## config.mk

```make
export PLATFORM = sky130hd
export DESIGN_NAME = timestamped_session_table
export DESIGN_NICKNAME = d
export VERILOG_FILES = /design/src/tst_pkg.sv /design/src/tst_cell.sv /design/src/timestamped_session_table.sv
export VERILOG_INCLUDE_DIRS = /design/src /design/src/src
export SDC_FILE = /design/constraint.sdc
export NUM_CORES = 2
export LEC_CHECK = 0
export ABC_CLOCK_PERIOD_IN_PS = 8300
export CORE_MARGIN = 2
export CORE_UTILIZATION = 35
export CTS_CLUSTER_DIAMETER = 120
export DETAILED_ROUTE_END_ITERATION = 16
export DONT_BUFFER_PORTS = 1
export GPL_ROUTABILITY_DRIVEN = 0
export GPL_TIMING_DRIVEN = 0
export PLACE_DENSITY = 0.48
export SETUP_SLACK_MARGIN = 0.05
export SYNTH_ARGS = -nofsm -noshare
export SYNTH_HDL_FRONTEND = slang
export SYNTH_SLANG_ARGS = --single-unit
```

## constraint.sdc

```tcl
create_clock -name clk -period 8.3 [get_ports clk]
set_input_delay 1.245 -clock clk [delete_from_list [all_inputs] [get_ports clk]]
set_output_delay 1.245 -clock clk [all_outputs]
set_load 0.05 [all_outputs]
```

## src/timestamped_session_table_defines.svh

```systemverilog
// assertion macros for the session table rtl
`ifndef TIMESTAMPED_SESSION_TABLE_DEFINES_SVH
`define TIMESTAMPED_SESSION_TABLE_DEFINES_SVH

// consequent must hold in the same cycle as the antecedent
`define TST_ASSERT_NOW(lbl, ante, cons, msg) \
    lbl: assert property (@(posedge clk) disable iff (!rst_n) (ante) |-> (cons)) \
        else $error(msg);

// consequent must hold in the cycle after the antecedent
`define TST_ASSERT_NEXT(lbl, ante, cons, msg) \
    lbl: assert property (@(posedge clk) disable iff (!rst_n) (ante) |=> (cons)) \
        else $error(msg);

`endif

```

## src/tst_pkg.sv

```systemverilog
// shared types and constants for the timestamped session table
`timescale 1ns / 1ps

package tst_pkg;

    localparam logic [31:0] MAX_AGE_RESET = 32'd86400;
    localparam logic [31:0] GEN_RESET     = 32'd1;

    localparam logic KIND_PUT     = 1'b0;
    localparam logic KIND_RESTORE = 1'b1;

    typedef enum logic [1:0] {
        ST_IDLE,
        ST_LOOKUP,
        ST_WRITE
    } tst_state_t;

    // contents of one table entry besides its id
    typedef struct packed {
        logic [31:0]        stamp;
        logic [31:0]        clock;
        logic [7:0]         state;
        logic signed [15:0] pred;
        logic [31:0]        seq;
    } slot_data_t;

    // command broadcast from the controller to every cell
    typedef struct packed {
        logic [15:0] key;
        logic        lookup;
        logic        upd;
        logic        alloc;
        slot_data_t  data;
    } cell_cmd_t;

endpackage

```

## src/tst_cell.sv

```systemverilog
// one table entry: id compare, hit data pass-through and fill-order allocation
`timescale 1ns / 1ps

module tst_cell
    import tst_pkg::*;
(
    input  logic       clk,
    input  logic       rst_n,
    input  cell_cmd_t  cmd,
    input  logic       prev_valid,
    input  slot_data_t data_in,
    output slot_data_t data_out,
    output logic       valid,
    output logic       hit
);

    logic        valid_reg;
    logic        hit_reg;
    logic [15:0] id_reg;
    slot_data_t  data_reg;
    logic        hit_now;
    logic        take_alloc;

    // compare against the broadcast key
    assign hit_now    = valid_reg && (id_reg == cmd.key);
    // the first empty cell after the filled run takes a new id
    assign take_alloc = cmd.alloc && !valid_reg && prev_valid;

    // matching cell replaces the data coming down the chain
    assign data_out = hit_now ? data_reg : data_in;
    assign valid    = valid_reg;
    assign hit      = hit_reg;

    // control state
    always_ff @(posedge clk or negedge rst_n)
    begin
        if (!rst_n)
        begin
            valid_reg <= 1'b0;
            hit_reg   <= 1'b0;
        end
        else
        begin
            if (cmd.lookup)
            begin
                hit_reg <= hit_now;
            end
            if (take_alloc)
            begin
                valid_reg <= 1'b1;
            end
        end
    end

    // entry payload
    always_ff @(posedge clk)
    begin
        if (take_alloc)
        begin
            id_reg   <= cmd.key;
            data_reg <= cmd.data;
        end
        else if (cmd.upd && hit_reg)
        begin
            data_reg <= cmd.data;
        end
    end

endmodule

```

## src/timestamped_session_table.sv

```systemverilog
// top level of the timestamped session table
`timescale 1ns / 1ps

`include "timestamped_session_table_defines.svh"

// Session table keyed by sensor id, built as a row of SLOTS cells. An item
// is taken when start is high and busy is low, and passes through a lookup
// state in which every cell compares its id with the key and the hit
// entry passes down the row, then a write state in which the controller
// computes the answer and updates the hit or newly filled cell. busy is high
// only in the lookup state, so start may be held through the write state and
// the next item is taken there. The result appears on the cycle after
// the write state, marked by done for exactly one cycle; it cannot be held
// off, so the receiver must take it then. cfg_ready is always high; write
// max_age only while no item is in flight.

module timestamped_session_table
    import tst_pkg::*;
#(
    parameter int SLOTS = 8
)
(
    input  logic               clk,
    input  logic               rst_n,
    // item transfer
    input  logic               start,
    output logic               busy,
    input  logic               kind,
    input  logic [15:0]        id,
    input  logic [31:0]        now,
    input  logic               live,
    input  logic [31:0]        session_clock,
    input  logic [7:0]         session_state,
    input  logic signed [15:0] prediction,
    input  logic [31:0]        seq_number,
    // configuration transfer
    input  logic               cfg_valid,
    output logic               cfg_ready,
    input  logic [31:0]        cfg_data,
    // result transfer
    output logic               done,
    output logic               restored,
    output logic [31:0]        projected_clock,
    output logic [7:0]         out_state,
    output logic signed [15:0] out_prediction,
    output logic [31:0]        out_sequence,
    output logic               changed,
    output logic               table_full,
    output logic [31:0]        generation
);

    tst_state_t state_reg;
    tst_state_t state_next;

    logic [31:0] max_age_reg;
    logic [31:0] gen_reg;
    logic        done_reg;
    logic        accept;

    // captured item
    logic               kind_reg;
    logic [15:0]        id_reg;
    logic [31:0]        now_reg;
    logic               live_reg;
    logic [31:0]        sclk_reg;
    logic [7:0]         sst_reg;
    logic signed [15:0] spred_reg;
    logic [31:0]        sseq_reg;

    // lookup results
    logic       found;
    slot_data_t fdata_reg;

    // row of cells
    cell_cmd_t        cmd;
    slot_data_t       chain [SLOTS+1];
    logic [SLOTS-1:0] valid_vec;
    logic [SLOTS-1:0] hit_vec;
    logic [SLOTS-1:0] prev_vec;

    // write-cycle logic
    logic        key_ok;
    logic        put_ok;
    logic        alloc_ok;
    logic        differs;
    logic        chg;
    logic        full;
    logic        rs_ok;
    logic [31:0] age;
    logic [31:0] proj;
    slot_data_t  cur;
    slot_data_t  wdata;

    // result registers
    logic               restored_reg;
    logic [31:0]        proj_reg;
    logic [7:0]         ost_reg;
    logic signed [15:0] opred_reg;
    logic [31:0]        oseq_reg;
    logic               changed_reg;
    logic               full_reg;
    logic [31:0]        genout_reg;

    assign accept    = start && !busy;
    assign cfg_ready = 1'b1;

    // cell hit flags are held from the lookup cycle through the write cycle
    assign found = |hit_vec;

    // next state
    always_comb
    begin
        state_next = state_reg;
        case (state_reg)
            ST_IDLE:
            begin
                if (start)
                begin
                    state_next = ST_LOOKUP;
                end
            end
            ST_LOOKUP:
            begin
                state_next = ST_WRITE;
            end
            ST_WRITE:
            begin
                state_next = start ? ST_LOOKUP : ST_IDLE;
            end
            default:
            begin
                state_next = ST_IDLE;
            end
        endcase
    end

    // state outputs
    always_comb
    begin
        busy = 1'b0;
        case (state_reg)
            ST_LOOKUP:
            begin
                busy = 1'b1;
            end
            default:
            begin
                busy = 1'b0;
            end
        endcase
    end

    // control registers
    always_ff @(posedge clk or negedge rst_n)
    begin
        if (!rst_n)
        begin
            state_reg   <= ST_IDLE;
            max_age_reg <= MAX_AGE_RESET;
            gen_reg     <= GEN_RESET;
            done_reg    <= 1'b0;
        end
        else
        begin
            state_reg <= state_next;
            done_reg  <= (state_reg == ST_WRITE);
            if (cfg_valid && cfg_ready)
            begin
                max_age_reg <= cfg_data;
            end
            if (state_reg == ST_WRITE && chg)
            begin
                gen_reg <= gen_reg + 32'd1;
            end
        end
    end

    // item capture
    always_ff @(posedge clk)
    begin
        if (accept)
        begin
            kind_reg  <= kind;
            id_reg    <= id;
            now_reg   <= now;
            live_reg  <= live;
            sclk_reg  <= session_clock;
            sst_reg   <= session_state;
            spred_reg <= prediction;
            sseq_reg  <= seq_number;
        end
        if (state_reg == ST_LOOKUP)
        begin
            fdata_reg <= chain[SLOTS];
        end
    end

    // broadcast command to the cells
    always_comb
    begin
        cmd        = '0;
        cmd.key    = id_reg;
        cmd.lookup = (state_reg == ST_LOOKUP);
        cmd.upd    = (state_reg == ST_WRITE) && chg && found;
        cmd.alloc  = (state_reg == ST_WRITE) && alloc_ok;
        cmd.data   = wdata;
    end

    // row of cells, hit data handed from cell to cell
    assign chain[0] = '0;

    genvar gi;
    generate
        for (gi = 0; gi < SLOTS; gi++)
        begin : g_cell
            if (gi == 0)
            begin : g_first
                assign prev_vec[gi] = 1'b1;
            end
            else
            begin : g_rest
                assign prev_vec[gi] = valid_vec[gi-1];
            end

            tst_cell u_cell (
                .clk        (clk),
                .rst_n      (rst_n),
                .cmd        (cmd),
                .prev_valid (prev_vec[gi]),
                .data_in    (chain[gi]),
                .data_out   (chain[gi+1]),
                .valid      (valid_vec[gi]),
                .hit        (hit_vec[gi])
            );
        end
    endgenerate

    // put: compare with the stored entry, allocate when absent and room left
    always_comb
    begin
        key_ok   = (id_reg != 16'd0);
        put_ok   = (kind_reg == KIND_PUT) && key_ok && live_reg;
        alloc_ok = put_ok && !found && !valid_vec[SLOTS-1];
        full     = put_ok && !found && valid_vec[SLOTS-1];
        cur      = found ? fdata_reg : '0;
        differs  = (cur.clock != sclk_reg) || (cur.state != sst_reg) ||
                   (cur.pred != spred_reg);
        chg      = put_ok && (found || alloc_ok) && differs;

        wdata       = '0;
        wdata.stamp = chg ? now_reg : 32'd0;
        wdata.clock = sclk_reg;
        wdata.state = sst_reg;
        wdata.pred  = spred_reg;
        wdata.seq   = chg ? sseq_reg : 32'd0;
    end

    // restore: age check and forward projection
    always_comb
    begin
        age   = now_reg - fdata_reg.stamp;
        proj  = fdata_reg.clock + age;
        rs_ok = (kind_reg == KIND_RESTORE) && key_ok && found &&
                (fdata_reg.stamp != 32'd0) && (fdata_reg.clock != 32'd0) &&
                (now_reg >= fdata_reg.stamp) && (age <= max_age_reg);
    end

    // result registers
    always_ff @(posedge clk)
    begin
        if (state_reg == ST_WRITE)
        begin
            restored_reg <= rs_ok;
            proj_reg     <= rs_ok ? proj : 32'd0;
            ost_reg      <= rs_ok ? fdata_reg.state : 8'd0;
            opred_reg    <= rs_ok ? fdata_reg.pred : 16'sd0;
            oseq_reg     <= rs_ok ? fdata_reg.seq : 32'd0;
            changed_reg  <= chg;
            full_reg     <= full;
            genout_reg   <= chg ? gen_reg + 32'd1 : gen_reg;
        end
    end

    assign done            = done_reg;
    assign restored        = restored_reg;
    assign projected_clock = proj_reg;
    assign out_state       = ost_reg;
    assign out_prediction  = opred_reg;
    assign out_sequence    = oseq_reg;
    assign changed         = changed_reg;
    assign table_full      = full_reg;
    assign generation      = genout_reg;

    `TST_ASSERT_NEXT(a_write_done, state_reg == ST_WRITE, done_reg, "write cycle gave no result")
    `TST_ASSERT_NOW(a_done_src, done_reg, $past(state_reg == ST_WRITE), "result without write")
    `TST_ASSERT_NOW(a_one_hit, state_reg == ST_WRITE, $onehot0(hit_vec), "id held twice")
    `TST_ASSERT_NOW(a_fill_order, 1'b1, (valid_vec & (valid_vec + 1'b1)) == '0, "fill order")
    `TST_ASSERT_NOW(a_flags, done_reg, !(changed_reg && (full_reg || restored_reg)), "flag clash")

endmodule
```

# Word-level counts from Yosys, hierarchy flattened

Cells that the tools add are included.

Add/sub/neg operators: 3
Magnitude comparators: 2
Equal/unequal tests: 14
Muxes and demuxes: 32
Bitwise operators: 1
Reductions and logical operators: 74

Operator list:

| operator                | number |
|---|---|
| $mux W120               | 24 |
| $eq A16 B16 Y1          | 8 |
| $mux W32                | 3 |
| $mux W88                | 1 |
| $reduce_bool A32 Y1     | 2 |
| $logic_and A1 B1 Y1     | 48 |
| $add A32 B1 Y32 const B | 1 |
| $add A32 B32 Y32        | 1 |
| $ge A32 B32 Y1          | 1 |
| $le A32 B32 Y1          | 1 |
| $ne A32 B32 Y1          | 1 |
| $sub A32 B32 Y32        | 1 |
| $ne A16 B16 Y1          | 1 |
| $reduce_bool A16 Y1     | 1 |
| $reduce_bool A2 Y1      | 8 |
| $logic_not A1 Y1        | 10 |
| $ne A8 B8 Y1            | 1 |
| $reduce_or A8 Y1        | 1 |
| $pmux W2 S3             | 1 |
| $logic_or A1 B1 Y1      | 3 |
| $eq A2 B1 Y1 const B    | 1 |
| $eq A2 B2 Y1 const B    | 1 |
| $logic_not A2 Y1        | 1 |
| $mux W1                 | 2 |
| other kinds (3)         | 3 |

Bits in registers: 1552
Input bits: 174
Output and inout port bits: 126
Word-level logic and storage cells: 215

# Logic depth before layout (Yosys ltp)

Depth after elaboration: 13
Mapped depth: 24
Mapped depth without buffers: 23

# Modules after synthesis

From an unflattened synthesis, not the netlist that was laid out.

Cell total of the unflattened synthesis: 4087
Area, all modules: 67922.6 sq um

Modules (own cells, without submodules):

| module                    | times used | cells an instance | area each (sq um) |
|---|---|---|---|
| tst_cell                  | 8          | 299               | 5848.1 |
| timestamped_session_table | 1          | 1695              | 21137.8 |

# Least setup slack after synthesis

OpenSTA, ideal clock, no wires.

Path kind: reg2reg
Start point: register state_reg[0]
End point: register g_cell[7].u_cell.data_reg[0] in the netlist's numbering, enable pin
Data arrival time: 6.118 ns
Setup slack: 1.705 ns
Stages on the path, launching flop included: 7
Buffers on the path: 2
Clock period less this slack: 6.595 ns
Cells stage by stage: dfrtp_1 > nand2b_1 > inv_1 > and2_1 > buf_6 > buf_4 > a21o_1

Cells in the longest elaborated chain, start to end: 5

Ends and longest elaborated chain:

| what                                          | RTL line                                                           | RTL |
|---|---|---|
| start, declared                               | timestamped_session_table.sv:52                                    | `tst_state_t state_reg;` |
| start signal, assigned                        | timestamped_session_table.sv:165                                   | `state_reg <= state_next;` |
| $eq A2 B2 Y1 (*)                              | timestamped_session_table.sv:204, timestamped_session_table.sv:205 |  |
| $logic_and A1 B1 Y1, on equally long branches | timestamped_session_table.sv:204, timestamped_session_table.sv:205 |  |
| $logic_and A1 B1 Y1, on equally long branches | timestamped_session_table.sv:204, tst_cell.sv:27                   |  |
| $logic_and A1 B1 Y1, on equally long branches | tst_cell.sv:63, tst_cell.sv:27                                     |  |
| $reduce_bool A2 Y1 (no source line) (*)       | --                                                                 |  |
| end signal, assigned                          | tst_cell.sv:61                                                     | `data_reg <= cmd.data;` |
| end signal, assigned                          | tst_cell.sv:65                                                     | `data_reg <= cmd.data;` |
| end, declared                                 | tst_cell.sv:20                                                     | `slot_data_t data_reg;` |

Mark *: on every way between the ends. The rest lies on a longest branch, timed or not.
A chain may end at the register's enable or synchronous reset.

# Final worst setup path

Start point: register now_reg[0]
End point: register proj_reg[16] (netlist: projected_clock[16]), data pin

Cells in the longest elaborated chain, start to end: 3

Ends and longest elaborated chain:

| what                                                         | RTL line                                                           | RTL |
|---|---|---|
| start, declared                                              | timestamped_session_table.sv:63                                    | `logic [31:0] now_reg;` |
| start signal, assigned                                       | timestamped_session_table.sv:185                                   | `now_reg <= now;` |
| $sub A32 B32 Y32 / $ge A32 B32 Y1 (equally long branches)    | timestamped_session_table.sv:261, timestamped_session_table.sv:265 |  |
| $le A32 B32 Y1 / $logic_and A1 B1 Y1 (equally long branches) | timestamped_session_table.sv:265, timestamped_session_table.sv:264 |  |
| $logic_and A1 B1 Y1                                          | timestamped_session_table.sv:265                                   | `(now_reg >= fdata_reg.stamp) && (age <= max_age_reg);` |
| end signal, assigned                                         | timestamped_session_table.sv:274                                   | `proj_reg <= rs_ok ? proj : 32'd0;` |
| end, declared                                                | timestamped_session_table.sv:96                                    | `logic [31:0] proj_reg;` |

Several ways; a longest one is shown, not always the timed one.

==> metrics.md <==
| Metric | Value |
|---|---|
| Status | finished, violations left |
| Failing checks | max-capacitance violations, max-slew violations |
| Register area share after synthesis | 0.711 |
| Bufs on Longest Clock Path | 3 |
| Clock Skew | 0.0399 ns |
| Final core utilization | 0.404 |
| Design Area, Final | between 70000 and 80000 µm² |
| R2r setup slk | around 0.76 ns |
| Layout cell share with drive strength beyond 1 | 0.0800 |
| Vias in the first global route | between 30000 and 40000 |
| HPWL after DPL | ~130000 µm |
| Die W | approximately 430 µm |
| Cts repair resizes | 0 |
| Core footprint | 185000 µm² |
| Avg Vias per Cell | roughly 5.3 |
| Syn Std Cell Area | approximately 65000 µm² |
| Placed cell area | 68900 µm² |
| Synth warnings | 0 |
| Num rows | between 150 and 200 |
| Max reg flops | 960 |
| Hold_buf cts | 0 |
| GRT Residual Overflow | 0 |
| Critical path peak fanout | 10 |
| Vias | slightly below 40000 |
| Antenna Violating Nets Remaining | 0 |
| Pins over their slew limit | 11 |
| R2R cell count | 25 |
| Setup TNS | 0 ns |
| Startpoint Class | register |
| Leakage | ~24 nW |
| WL per Instance | 26.5 µm |
| Largest area contributor in the netlist | edfxtp_1 |
| Main flop type after synthesis | edfxtp_1 |
| Area growth from synthesis to layout | 15.0% |
| Unrepaired setup endpoints after global routing | no |
| Peak Freq | roughly 130 MHz |
| Total power per unit cell area | between 200 and 250 nW/µm² |
| Synth top area share | 0.679 |
| Die area | about 190000 µm² |
| Rel. slew slack | -0.0546 |
| Arrival time worst endpoint | about 8.2 ns |
| Initial antenna violation count | 33 |
| Gate Count Post-Synth | between 4000 and 5000 |
| Clock Latency Late Sink | approximately 0.8 ns |
| Peak supply drop | between 0.15 and 0.2 mV |
| Maximum Capacitance Violations | 1 |
| Reg2reg end | projected_clock[16] |
| Multi-input gate area | approximately 17000 µm² |
| Syn Area/Cell | 14.3 µm² |
| Req. time, crit path | between 8 and 9 ns |
| Clk sinks | 1552 |
| Actual slew at the worst max-slew pin | between 1.5 and 2 ns |
| Final Critical Period | approximately 7.5 ns |
| Root buf cell | clkbuf_16 |
| Synth top cells by count | edfxtp_1, nand2_1, a21oi_1 |
| Global-route wire length before repair | about 280000 µm |
| Reg area | around 46000 µm² |
| Hold Path Class | in2async |
| DRC | 0 |
| Clock Pin Slew Worst Setup and Hold Paths | 0.06 ns |
| WS Path Type | reg2reg |
| Setup crit end kind | register |
| Fill count | approximately 17000 |
| Net Count, Synth | just under 5000 |
| Maximum number of pins on one net before global-route repair | 86 |
| DR iter-0 viols | between 3000 and 4000 |
| Yosys reg bits | approximately 1600 |
| Final WS setup | 0.764 ns |
| Most common cell in the synthesized netlist | edfxtp_1 |
| WHS | roughly 0.14 ns |
| Post-synthesis async set-or-reset flop share | 0.0535 |
| Nets | 5028 |
| Top Ports | 300 |
| Initial Util | 0.351 |
| Reg-to-reg critical path startpoint | now_reg[0] |
| Port bufs | 0 |
| Place WS | approximately 0.75 ns |
| Final setup fails | 0 |
| Period utilization | 0.908 |
| Routed WL | about 200000 µm |
| Post-CTS setup buffer count | 0 |
| GR Util All Layers | 0.204 |
| Hold Fails Final Rpt | 0 |
| Die height | ~430 µm |
| Htree depth | 4 |
| Total CTS buffers | 174 |
| EDFF count, synth | 1469 |
| CTS tree | yes |
| Distinct cells, synth | 74 |
| Largest cells by area after synthesis | edfxtp_1, dfrtp_1, xnor2_1 |
| Drt pass-1 iters | 5 |
-- area by class of cell --
type	instances	share of cell area
Tap cell	2480	0.0416
Inverter	94	0.00486
Multi-Input combinational cell	2620	0.232
Clock inverter	88	0.0126
Sequential cell	1552	0.619
Timing Repair Buffer	32	0.00990
Clock buffer	234	0.0641
Buffer	282	0.0157
Antenna cell	17	0.000570
-- critical path, cell delays in order (launching register included) --
cell	delay [ns]
edfxtp_1	0.46
inv_1	0.09
ha_1	0.16
inv_1	0.06
fa_1	0.39
a21oi_1	0.22
o21ai_1	0.11
a2111oi_0	0.52
nor3_2	0.19
a21oi_1	0.35
o21ai_0	0.29
a21boi_0	0.36
o21ai_0	0.17
xor2_1	0.31
ha_1	0.30
nand2_1	0.08
nor3_1	0.09
o211ai_1	0.12
nand4_1	0.21
a2111oi_0	0.71
o21ai_1	0.23
a31oi_4	0.44
buf_16	0.23
clkbuf_1	0.72
clkbuf_1	0.33
and2_1	0.20
-- cells by family (layout without fill, tap and decap cells) --
family                   count (synthesis)  in the layout  share of synthesized area
adder cells (fa/ha/maj)                 98             98                     0.0191
XOR/XNOR                               265            265                     0.0359
buffers and inverters                  376            730                     0.0233
AND/OR/NAND/NOR                       1087           1087                     0.0824
AO/OA/AOI/OAI                         1046           1046                      0.109
other                                    1             18                  0.0000577
multiplexers                           123            123                     0.0190
flip-flops                            1552           1552                      0.711
-- routing by layer --
| metal | part of all wire | vias up | track usage |
|---|---|---|---|
| li1 | - | 17900 | - |
| met1 | 0.43 | 19800 | 0.270 |
| met2 | 0.49 | 1106 | 0.339 |
| met3 | 0.045 | 313 | 0.0300 |
| met4 | 0.033 | 0 | 0.0731 |
| met5 | 0 | - | 0 |
-- metrics by stage --
stage,power [mW],instances
2_1_floorplan,9.86,4548
3_3_place_gp,10.3,7028
3_5_place_dp,10.3,7060
4_1_cts,18.1,7382
5_1_grt,18.5,7395
6_report,17.9,7399
-- how the worst max path moves through the flow --
| stage | startpoint | depth (start not counted) | endpoint |
|---|---|---|---|
| after floorplan | state_reg[0] | 6 | g_cell[7].u_cell.data_reg[0] |
| after global placement | state_reg[0] | 6 | g_cell[6].u_cell.data_reg[70] |
| after detailed placement | now_reg[0] | 24 | projected_clock[9] |
| after CTS | now_reg[0] | 24 | projected_clock[9] |
| after global routing | now_reg[0] | 25 | projected_clock[20] |
| final | now_reg[0] | 25 | projected_clock[16] |
-- placed cells by master, fill, tap and decap left out, drive strengths merged, types with 120 or more instances in the layout --
| cell | count |
|---|---|
| nand3 | 152 |
| o21ai | 314 |
| o2111a | 120 |
| and2 | 154 |
| clkbuf | 434 |
| mux2i | 121 |
| a21oi | 315 |
| xnor2 | 215 |
| edfxtp | 1469 |
| nand2 | 497 |
| a221o | 125 |
-- power breakdown --
group / switching, mW / internal (mW) / total [mW] / leakage, nW
Sequential: 0.291 / 8.79 / 9.08 / 14.6
Combinational: 0.719 / 0.356 / 1.07 / 6.65
Clock: 3.21 / 4.55 / 7.76 / 2.80
Note: power is estimated with default switching activity, not from simulation.
